$ cat src/rtl/lsps_pkg.sv
package lsps_pkg;

   localparam int SENSOR_COUNT = 8;
   localparam int WINDOW_DEPTH = 10;

   function automatic int sensor_weight(input int idx);
      int pos;
      pos = SENSOR_COUNT - 1 - 2 * idx;
      return pos * pos * pos;
   endfunction

   function automatic int max_error();
      int total;
      total = 0;
      for (int i = 0; i < SENSOR_COUNT; i++) begin
         if (sensor_weight(i) > 0) begin
            total = total + sensor_weight(i);
         end
      end
      return total;
   endfunction

   function automatic int max_int(input int a, input int b);
      return (a > b) ? a : b;
   endfunction

   localparam int ERR_W   = $clog2(max_error() + 1) + 1;
   localparam int SUM_W   = $clog2(WINDOW_DEPTH * max_error() + 1) + 1;
   localparam int GAIN_W  = 8;
   localparam int SPEED_W = 8;
   localparam int TRIM_W  = 9;
   localparam int DRIVE_W = 8;
   localparam int OPA_W   = max_int(max_int(SUM_W, ERR_W + 1), DRIVE_W + 1);
   localparam int PROD_W  = OPA_W + TRIM_W + 1;
   localparam int ACC_W   = PROD_W + 2;
   localparam int CORR_W  = ACC_W - 3;
   localparam int LVL_W   = CORR_W + 1;

   localparam int DATA_W    = 32;
   localparam int REG_COUNT = 6;
   localparam int ADDR_W    = $clog2(REG_COUNT * 4);
   localparam int IDX_W     = ADDR_W - 2;

   localparam logic [IDX_W-1:0] REG_PROP_GAIN  = IDX_W'(0);
   localparam logic [IDX_W-1:0] REG_INTEG_GAIN = IDX_W'(1);
   localparam logic [IDX_W-1:0] REG_DERIV_GAIN = IDX_W'(2);
   localparam logic [IDX_W-1:0] REG_BASE_SPEED = IDX_W'(3);
   localparam logic [IDX_W-1:0] REG_LEFT_TRIM  = IDX_W'(4);
   localparam logic [IDX_W-1:0] REG_RIGHT_TRIM = IDX_W'(5);

   typedef struct packed {
      logic [GAIN_W-1:0]  prop_gain;
      logic [GAIN_W-1:0]  integ_gain;
      logic [GAIN_W-1:0]  deriv_gain;
      logic [SPEED_W-1:0] base_speed;
      logic [TRIM_W-1:0]  left_trim;
      logic [TRIM_W-1:0]  right_trim;
   } cfg_type;

   typedef struct packed {
      logic signed [ERR_W-1:0] newest;
      logic signed [ERR_W-1:0] oldest;
      logic signed [SUM_W-1:0] sum;
   } win_data_type;

   typedef struct packed {
      logic start;
      logic accumulate;
   } mac_ctrl_type;

   function automatic logic signed [ERR_W-1:0] line_error(
      input logic [SENSOR_COUNT-1:0] bits
   );
      logic signed [ERR_W-1:0] total;
      total = '0;
      for (int i = 0; i < SENSOR_COUNT; i++) begin
         if (bits[i]) begin
            total = total + ERR_W'(sensor_weight(i));
         end
      end
      return total;
   endfunction

endpackage

$ cat src/rtl/line_sensor_pid_steering_core.sv
// Channel  Direction  Handshake         Payload
// req      in         req_valid/stall   req_sensor_bits
// rsp      out        rsp_valid/stall   rsp_left_drive, rsp_right_drive
// csr      in/out     APB write/read    prop, integ, deriv gains, base speed, trims
//
// Items are paced by the sequencer that runs five products through the single shared
// multiplier; a new item is accepted only once the sequencer is back in idle.
// The result is registered, and the next item is accepted while it waits.
// A stalled result holds the sequencer in its last step until the register frees.
// Reset clears the error window, its sum and the control state.
module line_sensor_pid_steering_core
   import lsps_pkg::*;
(
   input  logic                    clock,
   input  logic                    reset,
   input  logic                    req_valid,
   output logic                    req_stall,
   input  logic [SENSOR_COUNT-1:0] req_sensor_bits,
   output logic                    rsp_valid,
   input  logic                    rsp_stall,
   output logic [DRIVE_W-1:0]      rsp_left_drive,
   output logic [DRIVE_W-1:0]      rsp_right_drive,
   input  logic                    csr_psel,
   input  logic                    csr_penable,
   input  logic                    csr_pwrite,
   input  logic [ADDR_W-1:0]       csr_paddr,
   input  logic [DATA_W-1:0]       csr_pwdata,
   output logic [DATA_W-1:0]       csr_prdata,
   output logic                    csr_pready
);

   localparam logic [3:0] S_IDLE  = 4'd0;
   localparam logic [3:0] S_ERR   = 4'd1;
   localparam logic [3:0] S_MULP  = 4'd2;
   localparam logic [3:0] S_MULI  = 4'd3;
   localparam logic [3:0] S_MULD  = 4'd4;
   localparam logic [3:0] S_CORR  = 4'd5;
   localparam logic [3:0] S_LEFT  = 4'd6;
   localparam logic [3:0] S_RIGHT = 4'd7;
   localparam logic [3:0] S_OUT   = 4'd8;

   cfg_type                 cfg;
   win_data_type            win;
   mac_ctrl_type            mac_ctrl;
   logic signed [OPA_W-1:0] opa;
   logic [TRIM_W-1:0]       opb;
   logic signed [ACC_W-1:0] acc;

   logic [3:0]                 state_ff;
   logic [3:0]                 state_in;
   logic [SENSOR_COUNT-1:0]    bits_ff;
   logic [SENSOR_COUNT-1:0]    bits_in;
   logic signed [CORR_W-1:0]   corr_ff;
   logic signed [CORR_W-1:0]   corr_in;
   logic [DRIVE_W-1:0]         left_ff;
   logic [DRIVE_W-1:0]         left_in;
   logic                       rsp_valid_ff;
   logic                       rsp_valid_in;
   logic [DRIVE_W-1:0]         rsp_left_ff;
   logic [DRIVE_W-1:0]         rsp_left_in;
   logic [DRIVE_W-1:0]         rsp_right_ff;
   logic [DRIVE_W-1:0]         rsp_right_in;

   logic signed [ACC_W-1:0]  biased;
   logic signed [LVL_W-1:0]  addend;
   logic signed [LVL_W-1:0]  level;
   logic [DRIVE_W-1:0]       clamped;
   logic [DRIVE_W-1:0]       trimmed;
   logic                     out_free;

   function automatic logic [DRIVE_W-1:0] saturate(input logic signed [ACC_W-1:0] p);
      if (|p[ACC_W-1:DRIVE_W+8]) begin
         return {DRIVE_W{1'b1}};
      end
      return p[DRIVE_W+7:8];
   endfunction

   lsps_csr u_csr (
      .clock       (clock),
      .reset       (reset),
      .csr_psel    (csr_psel),
      .csr_penable (csr_penable),
      .csr_pwrite  (csr_pwrite),
      .csr_paddr   (csr_paddr),
      .csr_pwdata  (csr_pwdata),
      .csr_prdata  (csr_prdata),
      .csr_pready  (csr_pready),
      .cfg         (cfg)
   );

   lsps_window u_window (
      .clock       (clock),
      .reset       (reset),
      .update      (state_ff == S_ERR),
      .sensor_bits (bits_ff),
      .win         (win)
   );

   lsps_mac u_mac (
      .clock (clock),
      .ctrl  (mac_ctrl),
      .opa   (opa),
      .opb   (opb),
      .acc   (acc)
   );

   assign req_stall       = (state_ff != S_IDLE);
   assign rsp_valid       = rsp_valid_ff;
   assign rsp_left_drive  = rsp_left_ff;
   assign rsp_right_drive = rsp_right_ff;
   assign out_free        = !rsp_valid_ff || !rsp_stall;

   // The quotient by eight rounds toward zero, so negative sums get a bias of seven.
   assign biased  = acc + (acc[ACC_W-1] ? ACC_W'(7) : ACC_W'(0));
   assign corr_in = CORR_W'(biased >>> 3);

   assign addend = (state_ff == S_RIGHT) ? LVL_W'(corr_ff) : -LVL_W'(corr_ff);
   assign level  = LVL_W'($signed({1'b0, cfg.base_speed})) + addend;

   always_comb begin
      if (level[LVL_W-1]) begin
         clamped = '0;
      end else if (|level[LVL_W-2:DRIVE_W]) begin
         clamped = {DRIVE_W{1'b1}};
      end else begin
         clamped = level[DRIVE_W-1:0];
      end
   end

   assign trimmed = saturate(acc);

   always_comb begin
      mac_ctrl = '0;
      opa      = '0;
      opb      = '0;
      unique case (state_ff)
         S_MULP: begin
            mac_ctrl.start = 1'b1;
            opa = OPA_W'(win.newest);
            opb = TRIM_W'(cfg.prop_gain);
         end
         S_MULI: begin
            mac_ctrl.accumulate = 1'b1;
            opa = OPA_W'(win.sum);
            opb = TRIM_W'(cfg.integ_gain);
         end
         S_MULD: begin
            mac_ctrl.accumulate = 1'b1;
            opa = OPA_W'((ERR_W+1)'(win.newest) - (ERR_W+1)'(win.oldest));
            opb = TRIM_W'(cfg.deriv_gain);
         end
         S_LEFT: begin
            mac_ctrl.start = 1'b1;
            opa = OPA_W'($signed({1'b0, clamped}));
            opb = cfg.left_trim;
         end
         S_RIGHT: begin
            mac_ctrl.start = 1'b1;
            opa = OPA_W'($signed({1'b0, clamped}));
            opb = cfg.right_trim;
         end
         default: ;
      endcase
   end

   always_comb begin
      state_in     = state_ff;
      bits_in      = bits_ff;
      left_in      = left_ff;
      rsp_left_in  = rsp_left_ff;
      rsp_right_in = rsp_right_ff;
      rsp_valid_in = rsp_valid_ff && rsp_stall;
      unique case (state_ff)
         S_IDLE: begin
            if (req_valid) begin
               bits_in  = req_sensor_bits;
               state_in = S_ERR;
            end
         end
         S_ERR:   state_in = S_MULP;
         S_MULP:  state_in = S_MULI;
         S_MULI:  state_in = S_MULD;
         S_MULD:  state_in = S_CORR;
         S_CORR:  state_in = S_LEFT;
         S_LEFT:  state_in = S_RIGHT;
         S_RIGHT: begin
            left_in  = trimmed;
            state_in = S_OUT;
         end
         S_OUT: begin
            if (out_free) begin
               rsp_left_in  = left_ff;
               rsp_right_in = trimmed;
               rsp_valid_in = 1'b1;
               state_in     = S_IDLE;
            end
         end
         default: state_in = S_IDLE;
      endcase
   end

   always_ff @(posedge clock) begin
      if (reset) begin
         state_ff     <= S_IDLE;
         rsp_valid_ff <= 1'b0;
      end else begin
         state_ff     <= state_in;
         rsp_valid_ff <= rsp_valid_in;
      end
   end

   always_ff @(posedge clock) begin
      bits_ff      <= bits_in;
      left_ff      <= left_in;
      rsp_left_ff  <= rsp_left_in;
      rsp_right_ff <= rsp_right_in;
      if (state_ff == S_CORR) begin
         corr_ff <= corr_in;
      end
   end

`ifndef SYNTHESIS
   a_accept_starts: assert property (@(posedge clock) disable iff (reset)
      (state_ff == S_IDLE && req_valid) |=> (state_ff == S_ERR))
      else $error("accepted item did not start the sequence");

   a_result_from_last_step: assert property (@(posedge clock) disable iff (reset)
      $rose(rsp_valid) |-> ($past(state_ff) == S_OUT))
      else $error("result appeared outside the output step");

   a_hold_when_blocked: assert property (@(posedge clock) disable iff (reset)
      (state_ff == S_OUT && rsp_valid && rsp_stall) |=> (state_ff == S_OUT))
      else $error("sequencer left the output step while the result register was full");

   a_busy_blocks_input: assert property (@(posedge clock) disable iff (reset)
      (state_ff == S_MULP) |-> ($past(state_ff) == S_ERR && req_stall))
      else $error("multiply sequence entered without a window update");
`endif

endmodule

$ cat src/rtl/lsps_csr.sv
module lsps_csr
   import lsps_pkg::*;
(
   input  logic              clock,
   input  logic              reset,
   input  logic              csr_psel,
   input  logic              csr_penable,
   input  logic              csr_pwrite,
   input  logic [ADDR_W-1:0] csr_paddr,
   input  logic [DATA_W-1:0] csr_pwdata,
   output logic [DATA_W-1:0] csr_prdata,
   output logic              csr_pready,
   output cfg_type           cfg
);

   cfg_type          cfg_ff;
   cfg_type          cfg_in;
   logic [IDX_W-1:0] index;
   logic             write_en;

   assign index      = csr_paddr[ADDR_W-1:2];
   assign write_en   = csr_psel && csr_penable && csr_pwrite;
   assign csr_pready = 1'b1;
   assign cfg        = cfg_ff;

   always_comb begin
      cfg_in = cfg_ff;
      if (write_en) begin
         unique case (index)
            REG_PROP_GAIN:  cfg_in.prop_gain  = csr_pwdata[GAIN_W-1:0];
            REG_INTEG_GAIN: cfg_in.integ_gain = csr_pwdata[GAIN_W-1:0];
            REG_DERIV_GAIN: cfg_in.deriv_gain = csr_pwdata[GAIN_W-1:0];
            REG_BASE_SPEED: cfg_in.base_speed = csr_pwdata[SPEED_W-1:0];
            REG_LEFT_TRIM:  cfg_in.left_trim  = csr_pwdata[TRIM_W-1:0];
            REG_RIGHT_TRIM: cfg_in.right_trim = csr_pwdata[TRIM_W-1:0];
            default: ;
         endcase
      end
   end

   always_comb begin
      unique case (index)
         REG_PROP_GAIN:  csr_prdata = DATA_W'(cfg_ff.prop_gain);
         REG_INTEG_GAIN: csr_prdata = DATA_W'(cfg_ff.integ_gain);
         REG_DERIV_GAIN: csr_prdata = DATA_W'(cfg_ff.deriv_gain);
         REG_BASE_SPEED: csr_prdata = DATA_W'(cfg_ff.base_speed);
         REG_LEFT_TRIM:  csr_prdata = DATA_W'(cfg_ff.left_trim);
         REG_RIGHT_TRIM: csr_prdata = DATA_W'(cfg_ff.right_trim);
         default:        csr_prdata = '0;
      endcase
   end

   always_ff @(posedge clock) begin
      if (reset) begin
         cfg_ff.prop_gain  <= GAIN_W'(1);
         cfg_ff.integ_gain <= '0;
         cfg_ff.deriv_gain <= '0;
         cfg_ff.base_speed <= SPEED_W'(155);
         cfg_ff.left_trim  <= TRIM_W'(256);
         cfg_ff.right_trim <= TRIM_W'(274);
      end else begin
         cfg_ff <= cfg_in;
      end
   end

endmodule

$ cat src/rtl/lsps_window.sv
module lsps_window
   import lsps_pkg::*;
(
   input  logic                    clock,
   input  logic                    reset,
   input  logic                    update,
   input  logic [SENSOR_COUNT-1:0] sensor_bits,
   output win_data_type            win
);

   logic signed [ERR_W-1:0] window_ff [WINDOW_DEPTH];
   logic signed [ERR_W-1:0] window_in [WINDOW_DEPTH];
   logic signed [SUM_W-1:0] sum_ff;
   logic signed [SUM_W-1:0] sum_in;
   logic signed [ERR_W-1:0] newest_ff;
   logic signed [ERR_W-1:0] newest_in;

   assign win.newest = newest_ff;
   assign win.oldest = window_ff[0];
   assign win.sum    = sum_ff;

   always_comb begin
      newest_in = line_error(sensor_bits);
      for (int i = 0; i < WINDOW_DEPTH - 1; i++) begin
         window_in[i] = window_ff[i+1];
      end
      window_in[WINDOW_DEPTH-1] = newest_in;
      sum_in = sum_ff - SUM_W'(window_ff[0]) + SUM_W'(newest_in);
   end

   always_ff @(posedge clock) begin
      if (reset) begin
         for (int i = 0; i < WINDOW_DEPTH; i++) begin
            window_ff[i] <= '0;
         end
         sum_ff    <= '0;
         newest_ff <= '0;
      end else if (update) begin
         window_ff <= window_in;
         sum_ff    <= sum_in;
         newest_ff <= newest_in;
      end
   end

endmodule

$ cat src/rtl/lsps_mac.sv
module lsps_mac
   import lsps_pkg::*;
(
   input  logic                    clock,
   input  mac_ctrl_type            ctrl,
   input  logic signed [OPA_W-1:0] opa,
   input  logic [TRIM_W-1:0]       opb,
   output logic signed [ACC_W-1:0] acc
);

   logic signed [PROD_W-1:0] prod;
   logic signed [ACC_W-1:0]  acc_ff;
   logic signed [ACC_W-1:0]  acc_in;

   assign prod = opa * $signed({1'b0, opb});
   assign acc  = acc_ff;

   always_comb begin
      acc_in = acc_ff;
      if (ctrl.start) begin
         acc_in = ACC_W'(prod);
      end else if (ctrl.accumulate) begin
         acc_in = acc_ff + ACC_W'(prod);
      end
   end

   always_ff @(posedge clock) begin
      acc_ff <= acc_in;
   end

endmodule

$ cat config.mk
export PLATFORM = sky130hd
export DESIGN_NAME = line_sensor_pid_steering_core
export DESIGN_NICKNAME = d
export VERILOG_FILES = /design/src/rtl/lsps_pkg.sv /design/src/rtl/line_sensor_pid_steering_core.sv /design/src/rtl/lsps_csr.sv /design/src/rtl/lsps_window.sv /design/src/rtl/lsps_mac.sv
export SDC_FILE = /design/constraint.sdc
export NUM_CORES = 1
export LEC_CHECK = 0
export ABC_AREA = 1
export BUFFER_PORTS_ARGS = -buffer_cell sky130_fd_sc_hd__clkbuf_2
export CORE_MARGIN = 2
export CORE_UTILIZATION = 38
export DETAILED_ROUTE_END_ITERATION = 8
export PLACE_DENSITY_LB_ADDON = 0.15
export SLEW_MARGIN = 10
export SYNTH_ARGS = -nofsm -noshare
export SYNTH_HDL_FRONTEND = slang
export SYNTH_SLANG_ARGS = --single-unit
$ cat constraint.sdc
create_clock -name clock -period 10.6 [get_ports clock]
set_clock_uncertainty 0.2 [all_clocks]
set_input_delay 2.12 -clock clock [delete_from_list [all_inputs] [get_ports clock]]
set_output_delay 2.12 -clock clock [all_outputs]
set_load 0.02 [all_outputs]
==> results.md, run 1 <==
- WL per Instance: 14.4 µm
- DRT iter0 DRCs: 1102
- Die Ht: 235 µm
- Root buf cell: clkbuf_16
- WL final: 50.8 mm
- Final worst slack: 0.601 ns
- Slew Viols, Final: 0
- Share of cells above drive strength 1: 10.8%
- First-pass GRT wire length: 85.9 mm
- Via count: 17400
- Largest net degree at the start of global routing: 102
- Setup WS pre-CTS: -0.0348 ns
- Synth Flop Type: dfxtp_1
- CTS tree: done
- Comb power frac: 34.6%
- CP Class: register to register
- Dominant cells by area after synthesis: dfxtp_1 (17%), fa_1 (12%), edfxtp_1 (12%), nand2_1 (9.1%), ha_1 (7.9%)
- Max clock buf depth: 3
- DRC viols: 0
- Final worst-path cycle share: 94.3%
- GPL Wtd Cong: 0.868
- Post-detail-place hpwl: 39.4 mm
- Setup TNS: 0 ns
- Endpoint type of the worst setup path: register
- Switching share of power: 36.5%
- Power per Cell Area: 150 nW/µm²
- Max Fclk: 100 MHz
- Die width: 235 µm
- Number of port buffers: 53
- Total CTS buffers: 31
- Fillers: 5295
- Clock power share: 31.9%
- H-tree depth: 1
- Share of the synthesized area in the top cell type: 16.7%
- Post-synthesis register bit count: 250
- Synthesized cell area: 20300 µm²
- Detail Route Antenna Nets: 0
- Worst setup SP type: register
- Ports: 103
- Status: complete, no violations
- Final nets: 3111
- Area grow syn2layout: 13.3%
- Synthesized area per cell: 7.51 µm²
- Final Critical Period: 10.0 ns
- Seq pwr share: 33.5%
- Placement Rows: 84
- Sequential share of the synthesized area: 28.6%
- Critical path fanouts, max: 6
- DRT Pass-1 Iters: 5
- Slowest CP cell: fa_1
- Reg area: 5820 µm²
- CP peak stage delay: 0.56 ns
- Psw: 1260 µW
- Critical path arrival: 10.15 ns
- Antenna diode count: 0
- Worst EP required: 10.75 ns
- P_leak: 0.0111 µW
- Vias per inst: 4.96
- Post-synth EDFFs: 81
- Final hold viol count: 0
- Final setup viols: 0
- Internal power: 2200 µW
- Most used cell, CP: nand2_1
- Max cap viols: 0
- Synthesized instance count: 2705
- Clock sinks: 250
- Initial core utilization: 38.6%
- Die ar.: 55300 µm²
- Initial antenna violation count: 0
- Clock transition at path regs: 0.06 ns
- Worst min-delay path class: register to register
- GRT overflow: 0
- Footprint of the multi-input gates: 12800 µm²
- Hold Slack: 0.219 ns
- Worst slew margin: 21.8%
- Slew @ Worst Pin: 1.16 ns
- Leading area contributor after synthesis: dfxtp_1
- Vias in the first global route: 17000
- Core Region: 52700 µm²
- Finished Core Util: 43.7%
- Synth cell types: 58
- Gr usage total: 18.4%
- Max VDD drop: 0.122 mV
- Worst-Skew Late Latency: 0.59 ns
- Async SR Flop Fraction: 0%
- Synthesis Warnings: 0
## per-stage QoR
step / area, µm² / std cells / total power (µW)
final: 23000 / 3519 / 3460
after global routing: 23000 / 3519 / 3740
after CTS: 22700 / 3512 / 3480
after detailed placement: 21600 / 3454 / 2350
after global placement: 21600 / 3454 / 2320
after floorplan: 20400 / 2734 / 2080
## layout make-up
type / instances / share of cell area, %
Clock buffer: 44 / 4.00
Inverter: 435 / 7.13
Timing Repair Buffer: 128 / 3.63
Sequential cell: 250 / 25.3
Multi-Input combinational cell: 1960 / 55.5
Clock inverter: 14 / 0.674
Tap cell: 688 / 3.74
## metal layers
metal  GRT usage [%]  share of wire (%)
met5               0                  0
met1            26.1                 49
met3            2.38                4.1
met4            3.97                2.0
met2            30.0                 45
## kinds of logic (layout without fill, tap and decap cells)
logic type / after synthesis / after routing / synth area share, %
other: 2 / 31 / 0.0370
XOR/XNOR: 97 / 97 / 4.26
multiplexers: 1 / 1 / 0.0493
adder cells (fa/ha/maj): 253 / 253 / 20.2
buffers and inverters: 524 / 621 / 10.2
AND/OR/NAND/NOR: 1049 / 1049 / 22.0
AO/OA/AOI/OAI: 529 / 529 / 14.6
flip-flops: 250 / 250 / 28.6
## cell usage after synthesis (all sizes together), types with 31 or more instances
cell type,count
ha,129
o21ai,238
clkbuf,56
nor2,344
a21oi,191
nand2,519
buf,33
xnor2,31
fa,124
edfxtp,81
nand3,114
inv,427
dfxtp,169
xor2,66
## final timing paths
check,start,end,slack [ns],cells after the start
max reg2reg,corr_ff[0],u_mac.acc[25],0.60,60
min,left_ff[4],rsp_left_drive[4],0.22,0
max,corr_ff[0],u_mac.acc[25],0.60,60
min reg2reg,left_ff[4],rsp_left_drive[4],0.22,0
## critical path: cells and delay by family (launching register included)
family,cells,cell delay [ns]
AO/OA/AOI/OAI,13,1.74
XOR/XNOR,1,0.14
adder cells (fa/ha/maj),9,3.56
buffers and inverters,13,1.16
flip-flops,1,0.40
AND/OR/NAND/NOR,24,2.53
## flip-flops by register name (all words and copies together) (netlist names)
name                count
u_csr.cfg              50
rsp_left_drive          8
bits_ff                 8
left_ff                 8
u_window.window_ff     90
rsp_right_drive         8
state_ff                4
corr_ff                23
u_window.win           10
u_mac.acc              26
rsp_valid               1
u_window.sum_ff        14
## power by group through the flow
stage	clock (µW)	sequential, µW	combinational, µW
global route	1170	1170	1400
CTS	1140	1160	1180
global placement	0	1180	1140
detailed placement	0	1180	1170
finish	1100	1160	1200
floorplan	0	1150	923
## cells in the final DEF, fill, tap and decap left out, types with 21 or more instances in the layout
master	n
clkbuf_2	55
o22ai_1	21
inv_1	419
a21boi_1	21
buf_4	73
xnor2_1	30
ha_1	121
o21ai_0	216
xor2_1	63
clkbuf_16	34
nand3_1	109
nand2_1	490
a21oi_1	182
nor2_1	327
edfxtp_1	81
dfxtp_1	168
fa_1	122
conb_1	31
## repair_timing
item	in CTS	in global routing
buffers inserted	0	7
hold buffers	0	0
resized for setup	1	55
endpoints found under the setup margin	1	9
cloned	0	0
pin swaps	0	18
Note: power is estimated with default switching activity, not from simulation.
==> inputs of run 2 (changes only) <==
Settings changed: CORE_UTILIZATION 38 to 57.
==> run 2 against run 1 <==
Register-to-register slack got worse by 0.03 ns. Via count grew 1.2%. Clock power down 11%. Maximum frequency is 0.32% lower. Critical path type unchanged. Critical endpoint unchanged. Largest cell class unchanged. Highest routed layer unchanged.
==> results.md, run 2 (synthesis results as in run 1) <==
- Post-detail-place hpwl: 37.5 mm (-5.0%)
- Slowest CP cell: fa_1
- Ports: 103 (unchanged)
- Root buf cell: clkbuf_16
- Status: complete, no violations
- Gr usage total: 26.7% (+8.3 points)
- Worst-Skew Late Latency: 0.59 ns (about the same)
- Area grow syn2layout: 10.0%
- Die ar.: 37200 µm² (-33%)
- Share of cells above drive strength 1: 9.55% (-1.2 points)
- Post-Place Cells: 3201 (-7.3%)
- Final hold viol count: 0 (unchanged)
- Total CTS buffers: 28 (-9.7%)
- CP Class: register to register
- First-pass GRT wire length: 81.2 mm (-5.4%)
- Finished Layout Cells: 3266 (-7.2%)
- GPL Wtd Cong: 0.915 (+5.4%)
- CP peak stage delay: 0.58 ns (+0.02 ns)
- Number of flip-flops in the largest register: 90 (unchanged)
- Final setup viols: 0 (unchanged)
- Die width: 193 µm (-18%)
- Initial core utilization: 57.5% (+19 points)
- Hold Slack: 0.220 ns (+0.00106 ns)
- Slew Viols, Final: 0 (unchanged)
- Clock sinks: 250 (unchanged)
- Vias in the first global route: 16800 (-1.4%)
- Finished Core Util: 63.3% (+20 points)
- H-tree depth: 1 (unchanged)
- WL final: 48.9 mm (-3.7%)
- Max cap viols: 0 (unchanged)
- GRT overflow: 0 (unchanged)
- Initial antenna violation count: 0 (unchanged)
- DRT Pass-1 Iters: 7 (+2)
- Core Region: 35300 µm² (-33%)
- Detail Route Antenna Nets: 0 (unchanged)
- Total power: 3320 µW (-3.9%)
- Critical path arrival: 10.18 ns (+0.03 ns)
- DRC viols: 0 (unchanged)
- Via count: 17600 (+1.2%)
- DRT iter0 DRCs: 1091 (-1.0%)
- Clock transition at path regs: 0.06 ns (about the same)
- Number of port buffers: 53 (unchanged)
- Max clock buf depth: 3 (unchanged)
- Placement Rows: 69 (-18%)
- Worst EP required: 10.75 ns (about the same)
- WL per Instance: 15.0 µm (+3.7%)
- Final Critical Period: 10.03 ns (+0.0322 ns)
- Most common cell after layout, fill and taps aside: nand2_1
- Die Ht: 193 µm (-18%)
- Worst slew margin: 24.8% (+3.0 points)
- Power per Cell Area: 149 nW/µm² (-1.1%)
- Critical path fanouts, max: 6 (unchanged)
- Final worst-path cycle share: 94.6% (+0.30 points)
- Antenna diode count: 0 (unchanged)
- Most used cell, CP: inv_1
- Top reg by flops: u_window.window_ff
- Final nets: 3089 (-0.71%)
- Endpoint type of the worst setup path: register
- Post-route cell area: 22300 µm² (-2.9%)
- Max Fclk: 99.7 MHz (-0.32%)
- Slew @ Worst Pin: 1.13 ns (-0.0358 ns)
- P_leak: 0.0110 µW (-1.7%)
- Worst min-delay path class: register to register
- Max VDD drop: 0.129 mV (+6.1%)
- Commonest cells after routing, fill and taps aside: nand2_1 (489), inv_1 (420), nor2_1 (327), o21ai_0 (218), a21oi_1 (185)
- Placed cell areas: 21200 µm² (-2.2%)
- Largest net degree at the start of global routing: 118 (+16%)
- CTS tree: done
- Vias per inst: 5.40 (+9.0%)
- Worst setup SP type: register
-- run 2: cell count changes in the layout (fill, tap and decap cells not counted), moves of 2 or more --
cell	before	now
buf_4	73	54
a21oi_1	182	185
ha_1	121	126
clkinv_4	3	1
a21oi_2	8	6
clkbuf_16	34	29
ha_4	7	2
o21ai_0	216	218
-- run 2: metrics by stage --
step	setup slack (ns)	setup TNS, ns
final	0.569	0
after global routing	-0.0371	-0.0371
after CTS	0.0103	0
after detailed placement	0.0682	0
after global placement	0.122	0
after floorplan	0.549	0
-- run 2: worst max-delay path: cells and delay by family (launching register included) --
kind | cells | cell delay [ns]
xor+xnor | 1 | 0.15
fa+ha+maj | 8 | 3.38
buf+inv | 11 | 0.90
flops | 1 | 0.36
simple gates | 24 | 3.10
compound gates | 10 | 1.72
-- run 2: worst paths after layout --
| kind | endpoint | from | slack, ns | cells after the start |
|---|---|---|---|---|
| max | u_mac.acc[25] | corr_ff[1] | 0.57 | 54 |
| min | rsp_left_drive[5] | left_ff[5] | 0.22 | 0 |
| max reg2reg | u_mac.acc[25] | corr_ff[1] | 0.57 | 54 |
| min reg2reg | rsp_left_drive[5] | left_ff[5] | 0.22 | 0 |
-- run 2: repair_timing --
| item | CTS | global route |
|---|---|---|
| resized for setup | 0 | 40 |
| hold buffers | 0 | 0 |
| setup endpoints to repair | 0 | 10 |
| buffers inserted | 0 | 14 |
-- run 2: layer usage --
| metal | vias to the layer above | part of all wire, % | GRT usage, % |
|---|---|---|---|
| met5 | - | 0 | 0 |
| met4 | 0 | 2.0 | 5.37 |
| met2 | 482 | 46 | 44.8 |
| li1 | 8817 | - | - |
| met1 | 8279 | 46 | 36.9 |
| met3 | 68 | 6.1 | 3.46 |
-- run 2: cell type report --
| class | count | area [µm²] |
|---|---|---|
| fill | 3128 | 13000 |
| tap | 461 | 577 |
| multi-input combinational | 1960 | 12700 |
| clock inverter | 10 | 109 |
| sequential | 250 | 5820 |
| inverter | 435 | 1640 |
| clock buffer | 41 | 817 |
| timing repair buffer | 109 | 702 |
-- run 2: power breakdown --
group / internal [µW] / total, µW / switching (µW)
Sequential: 1090 / 1160 / 71.5
Clock: 562 / 975 / 413
Combinational: 440 / 1190 / 746
==> inputs of run 3 (changes only) <==
Settings changed: CORE_MARGIN 2 to not set.
==> run 3 against run 2 <==
Register-to-register slack barely moved. Via count grew 0.62%. Global-route usage increased by 0.54 points. First-iteration DRC count increased by 10%. Sequential share of layout area hardly changed. Largest cell class unchanged. Largest power group unchanged.
==> results.md, run 3 (synthesis results as in run 1) <==
- DRT iter0 DRCs: 1205 (+10%)
- Max Fclk: 99.8 MHz (+0.14%)
- Initial core utilization: 58.4% (+0.85 points)
- Post-Place Cells: 3185 (-0.50%)
- Final hold viol count: 0 (unchanged)
- Total CTS buffers: 28 (unchanged)
- Ports: 103 (unchanged)
- Finished Layout Cells: 3247 (-0.58%)
- Die Ht: 191 µm (-1.0%)
- Detail Route Antenna Nets: 0 (unchanged)
- DRT Pass-1 Iters: 6 (-1)
- Number of port buffers: 53 (unchanged)
- Area grow syn2layout: 10.0% (about the same)
- Footprint of the multi-input gates: 12800 µm² (+0.63%)
- GRT overflow: 0 (unchanged)
- P_leak: 0.0109 µW (-0.33%)
- Gr usage total: 27.2% (+0.54 points)
- Worst-Skew Late Latency: 0.58 ns (about the same)
- Power per Cell Area: 149 nW/µm² (+0.41%)
- Antenna diode count: 0 (unchanged)
- Switching share of power: 36.9% (-0.12 points)
- Worst slew margin: 9.16% (-16 points)
- Psw: 1230 µW (+0.13%)
- Slew @ Worst Pin: 1.35 ns (+0.224 ns)
- R2R Setup Slk: 0.58 ns (about the same)
- Worst setup SP type: register
- Commonest cells after routing, fill and taps aside: nand2_1 (487), inv_1 (421), nor2_1 (328), o21ai_0 (215), a21oi_1 (181)
- Most common cell after layout, fill and taps aside: nand2_1
- Via count: 17800 (+0.62%)
- Final worst-path cycle share: 94.5% (-0.13 points)
- Slew Viols, Final: 0 (unchanged)
- Final setup viols: 0 (unchanged)
- Number of flip-flops in the largest register: 90 (unchanged)
- Slowest CP cell: fa_1
- H-tree depth: 1 (unchanged)
- Hold buffers post-CTS: 0 (unchanged)
- CP peak stage delay: 0.55 ns (-0.03 ns)
- WL final: 49.2 mm (+0.73%)
- Root buf cell: clkbuf_16
- Clock power share: 29.3% (about the same)
- Final Critical Period: 10.02 ns (-0.0139 ns)
- Critical path fanouts, max: 6 (unchanged)
- Most used cell, CP: inv_1
- Post-detail-place hpwl: 37.5 mm (about the same)
- Status: complete, no violations
- Max cap viols: 0 (unchanged)
- R2R Path Start: corr_ff[0]
- CTS tree: done
- RSZ-0062 raised after global routing: yes
- Internal power: 2100 µW (+0.63%)
- Core Region: 34800 µm² (-1.4%)
- Max clock buf depth: 3 (unchanged)
- Clock transition at path regs: 0.06 ns (about the same)
- Initial antenna violation count: 0 (unchanged)
- Endpoint type of the worst setup path: register
- Vias in the first global route: 17000 (+0.96%)
- WL per Instance: 15.2 µm (+1.3%)
- Critical Path Source: corr_ff[0]
- Comb power frac: 35.9% (+0.2 points)
- FF-to-FF End: u_mac.acc[25]
- Die width: 191 µm (-1.0%)
- DRC viols: 0 (unchanged)
- Crit path capture: u_mac.acc[25]
- Seq pwr share: 34.8% (about the same)
- Die ar.: 36400 µm² (-2.1%)
- Final nets: 3079 (-0.32%)
- GPL Wtd Cong: 0.959 (+4.7%)
- Worst EP required: 10.72 ns (-0.03 ns)
- Placement Rows: 68 (-1.4%)
- Worst min-delay path class: register to register
- Final worst slack: 0.583 ns (+0.0139 ns)
- Clock sinks: 250 (unchanged)
- CP Class: register to register
- Share of cells above drive strength 1: 9.49% (-0.063 points)
- Setup WS pre-CTS: -0.245 ns (-0.313 ns)
- Max VDD drop: 0.146 mV (+13%)
- Reg area: 5820 µm² (about the same)
- First-pass GRT wire length: 81.3 mm (+0.10%)
- Vias per inst: 5.47 (+1.2%)
- Fillers: 3129 (+0.032%)
- Largest net degree at the start of global routing: 104 (-12%)
- Top reg by flops: u_window.window_ff
- Worst r2r path cells: 59 (+9.3%)
- Critical path arrival: 10.14 ns (-0.04 ns)
## run 3: timing repair
item | CTS | global route
gates resized for setup | 5 | 54
setup buffers | 2 | 12
endpoints found under the setup margin | 1 | 11
pin swaps | 4 | 33
## run 3: worst max-delay path, delay by kind of cell (launching register included)
kind                     cells  cell delay [ns]
flip-flops                   1             0.41
adder cells (fa/ha/maj)      9             3.56
AO/OA/AOI/OAI                7             1.30
buffers and inverters       14             1.31
XOR/XNOR                     1             0.07
AND/OR/NAND/NOR             28             2.93
## run 3: metrics by stage
stage               utilization, %  TNS (ns)  hold WS (ns)  power (µW)  instance area [µm²]
floorplan                        -         0         0.200        2080                20400
global placement              60.6         0         0.202        2290                21100
detailed placement            60.6    -0.245         0.205        2340                21100
CTS                           63.3         0         0.221        3330                22000
global route                  64.2    -0.148         0.232        3570                22400
finish                        64.2         0         0.220        3340                22400
## run 3: power groups by stage
stage | Sequential, µW | Combinational (µW) | Clock (µW)
final | 1160 | 1200 | 976
after global routing | 1170 | 1370 | 1030
after CTS | 1160 | 1180 | 991
after detailed placement | 1180 | 1160 | 0
after global placement | 1180 | 1110 | 0
after floorplan | 1150 | 923 | 0
## run 3: how the worst min path moves through the flow
stage / slack (ns) / from / cells past startpoint / end
after global placement: 0.20 / left_ff[7] / 0 / rsp_left_drive[7]
after floorplan: 0.20 / left_ff[0] / 0 / rsp_left_drive[0]
final: 0.22 / left_ff[4] / 0 / rsp_left_drive[4]
after global routing: 0.23 / left_ff[1] / 0 / rsp_left_drive[1]
after detailed placement: 0.21 / left_ff[6] / 0 / rsp_left_drive[6]
after CTS: 0.22 / left_ff[4] / 0 / rsp_left_drive[4]
## run 3: layer usage
metal | vias to the layer above | share of wire, % | global-route usage (%)
li1 | 8787 | - | -
met1 | 8382 | 45 | 37.2
met2 | 510 | 47 | 45.8
met3 | 77 | 6.3 | 3.61
met4 | 0 | 1.7 | 5.97
met5 | - | 0 | 0
## run 3: final cells by class
| class | count | area share [%] |
|---|---|---|
| multi-input cells | 1960 | 57.1 |
| flip-flops and latches | 250 | 26.0 |
| inverters | 435 | 7.35 |
| clock buffers | 36 | 3.36 |
| repair buffers | 99 | 2.88 |
| well taps | 455 | 2.55 |
| clock inverters | 12 | 0.728 |
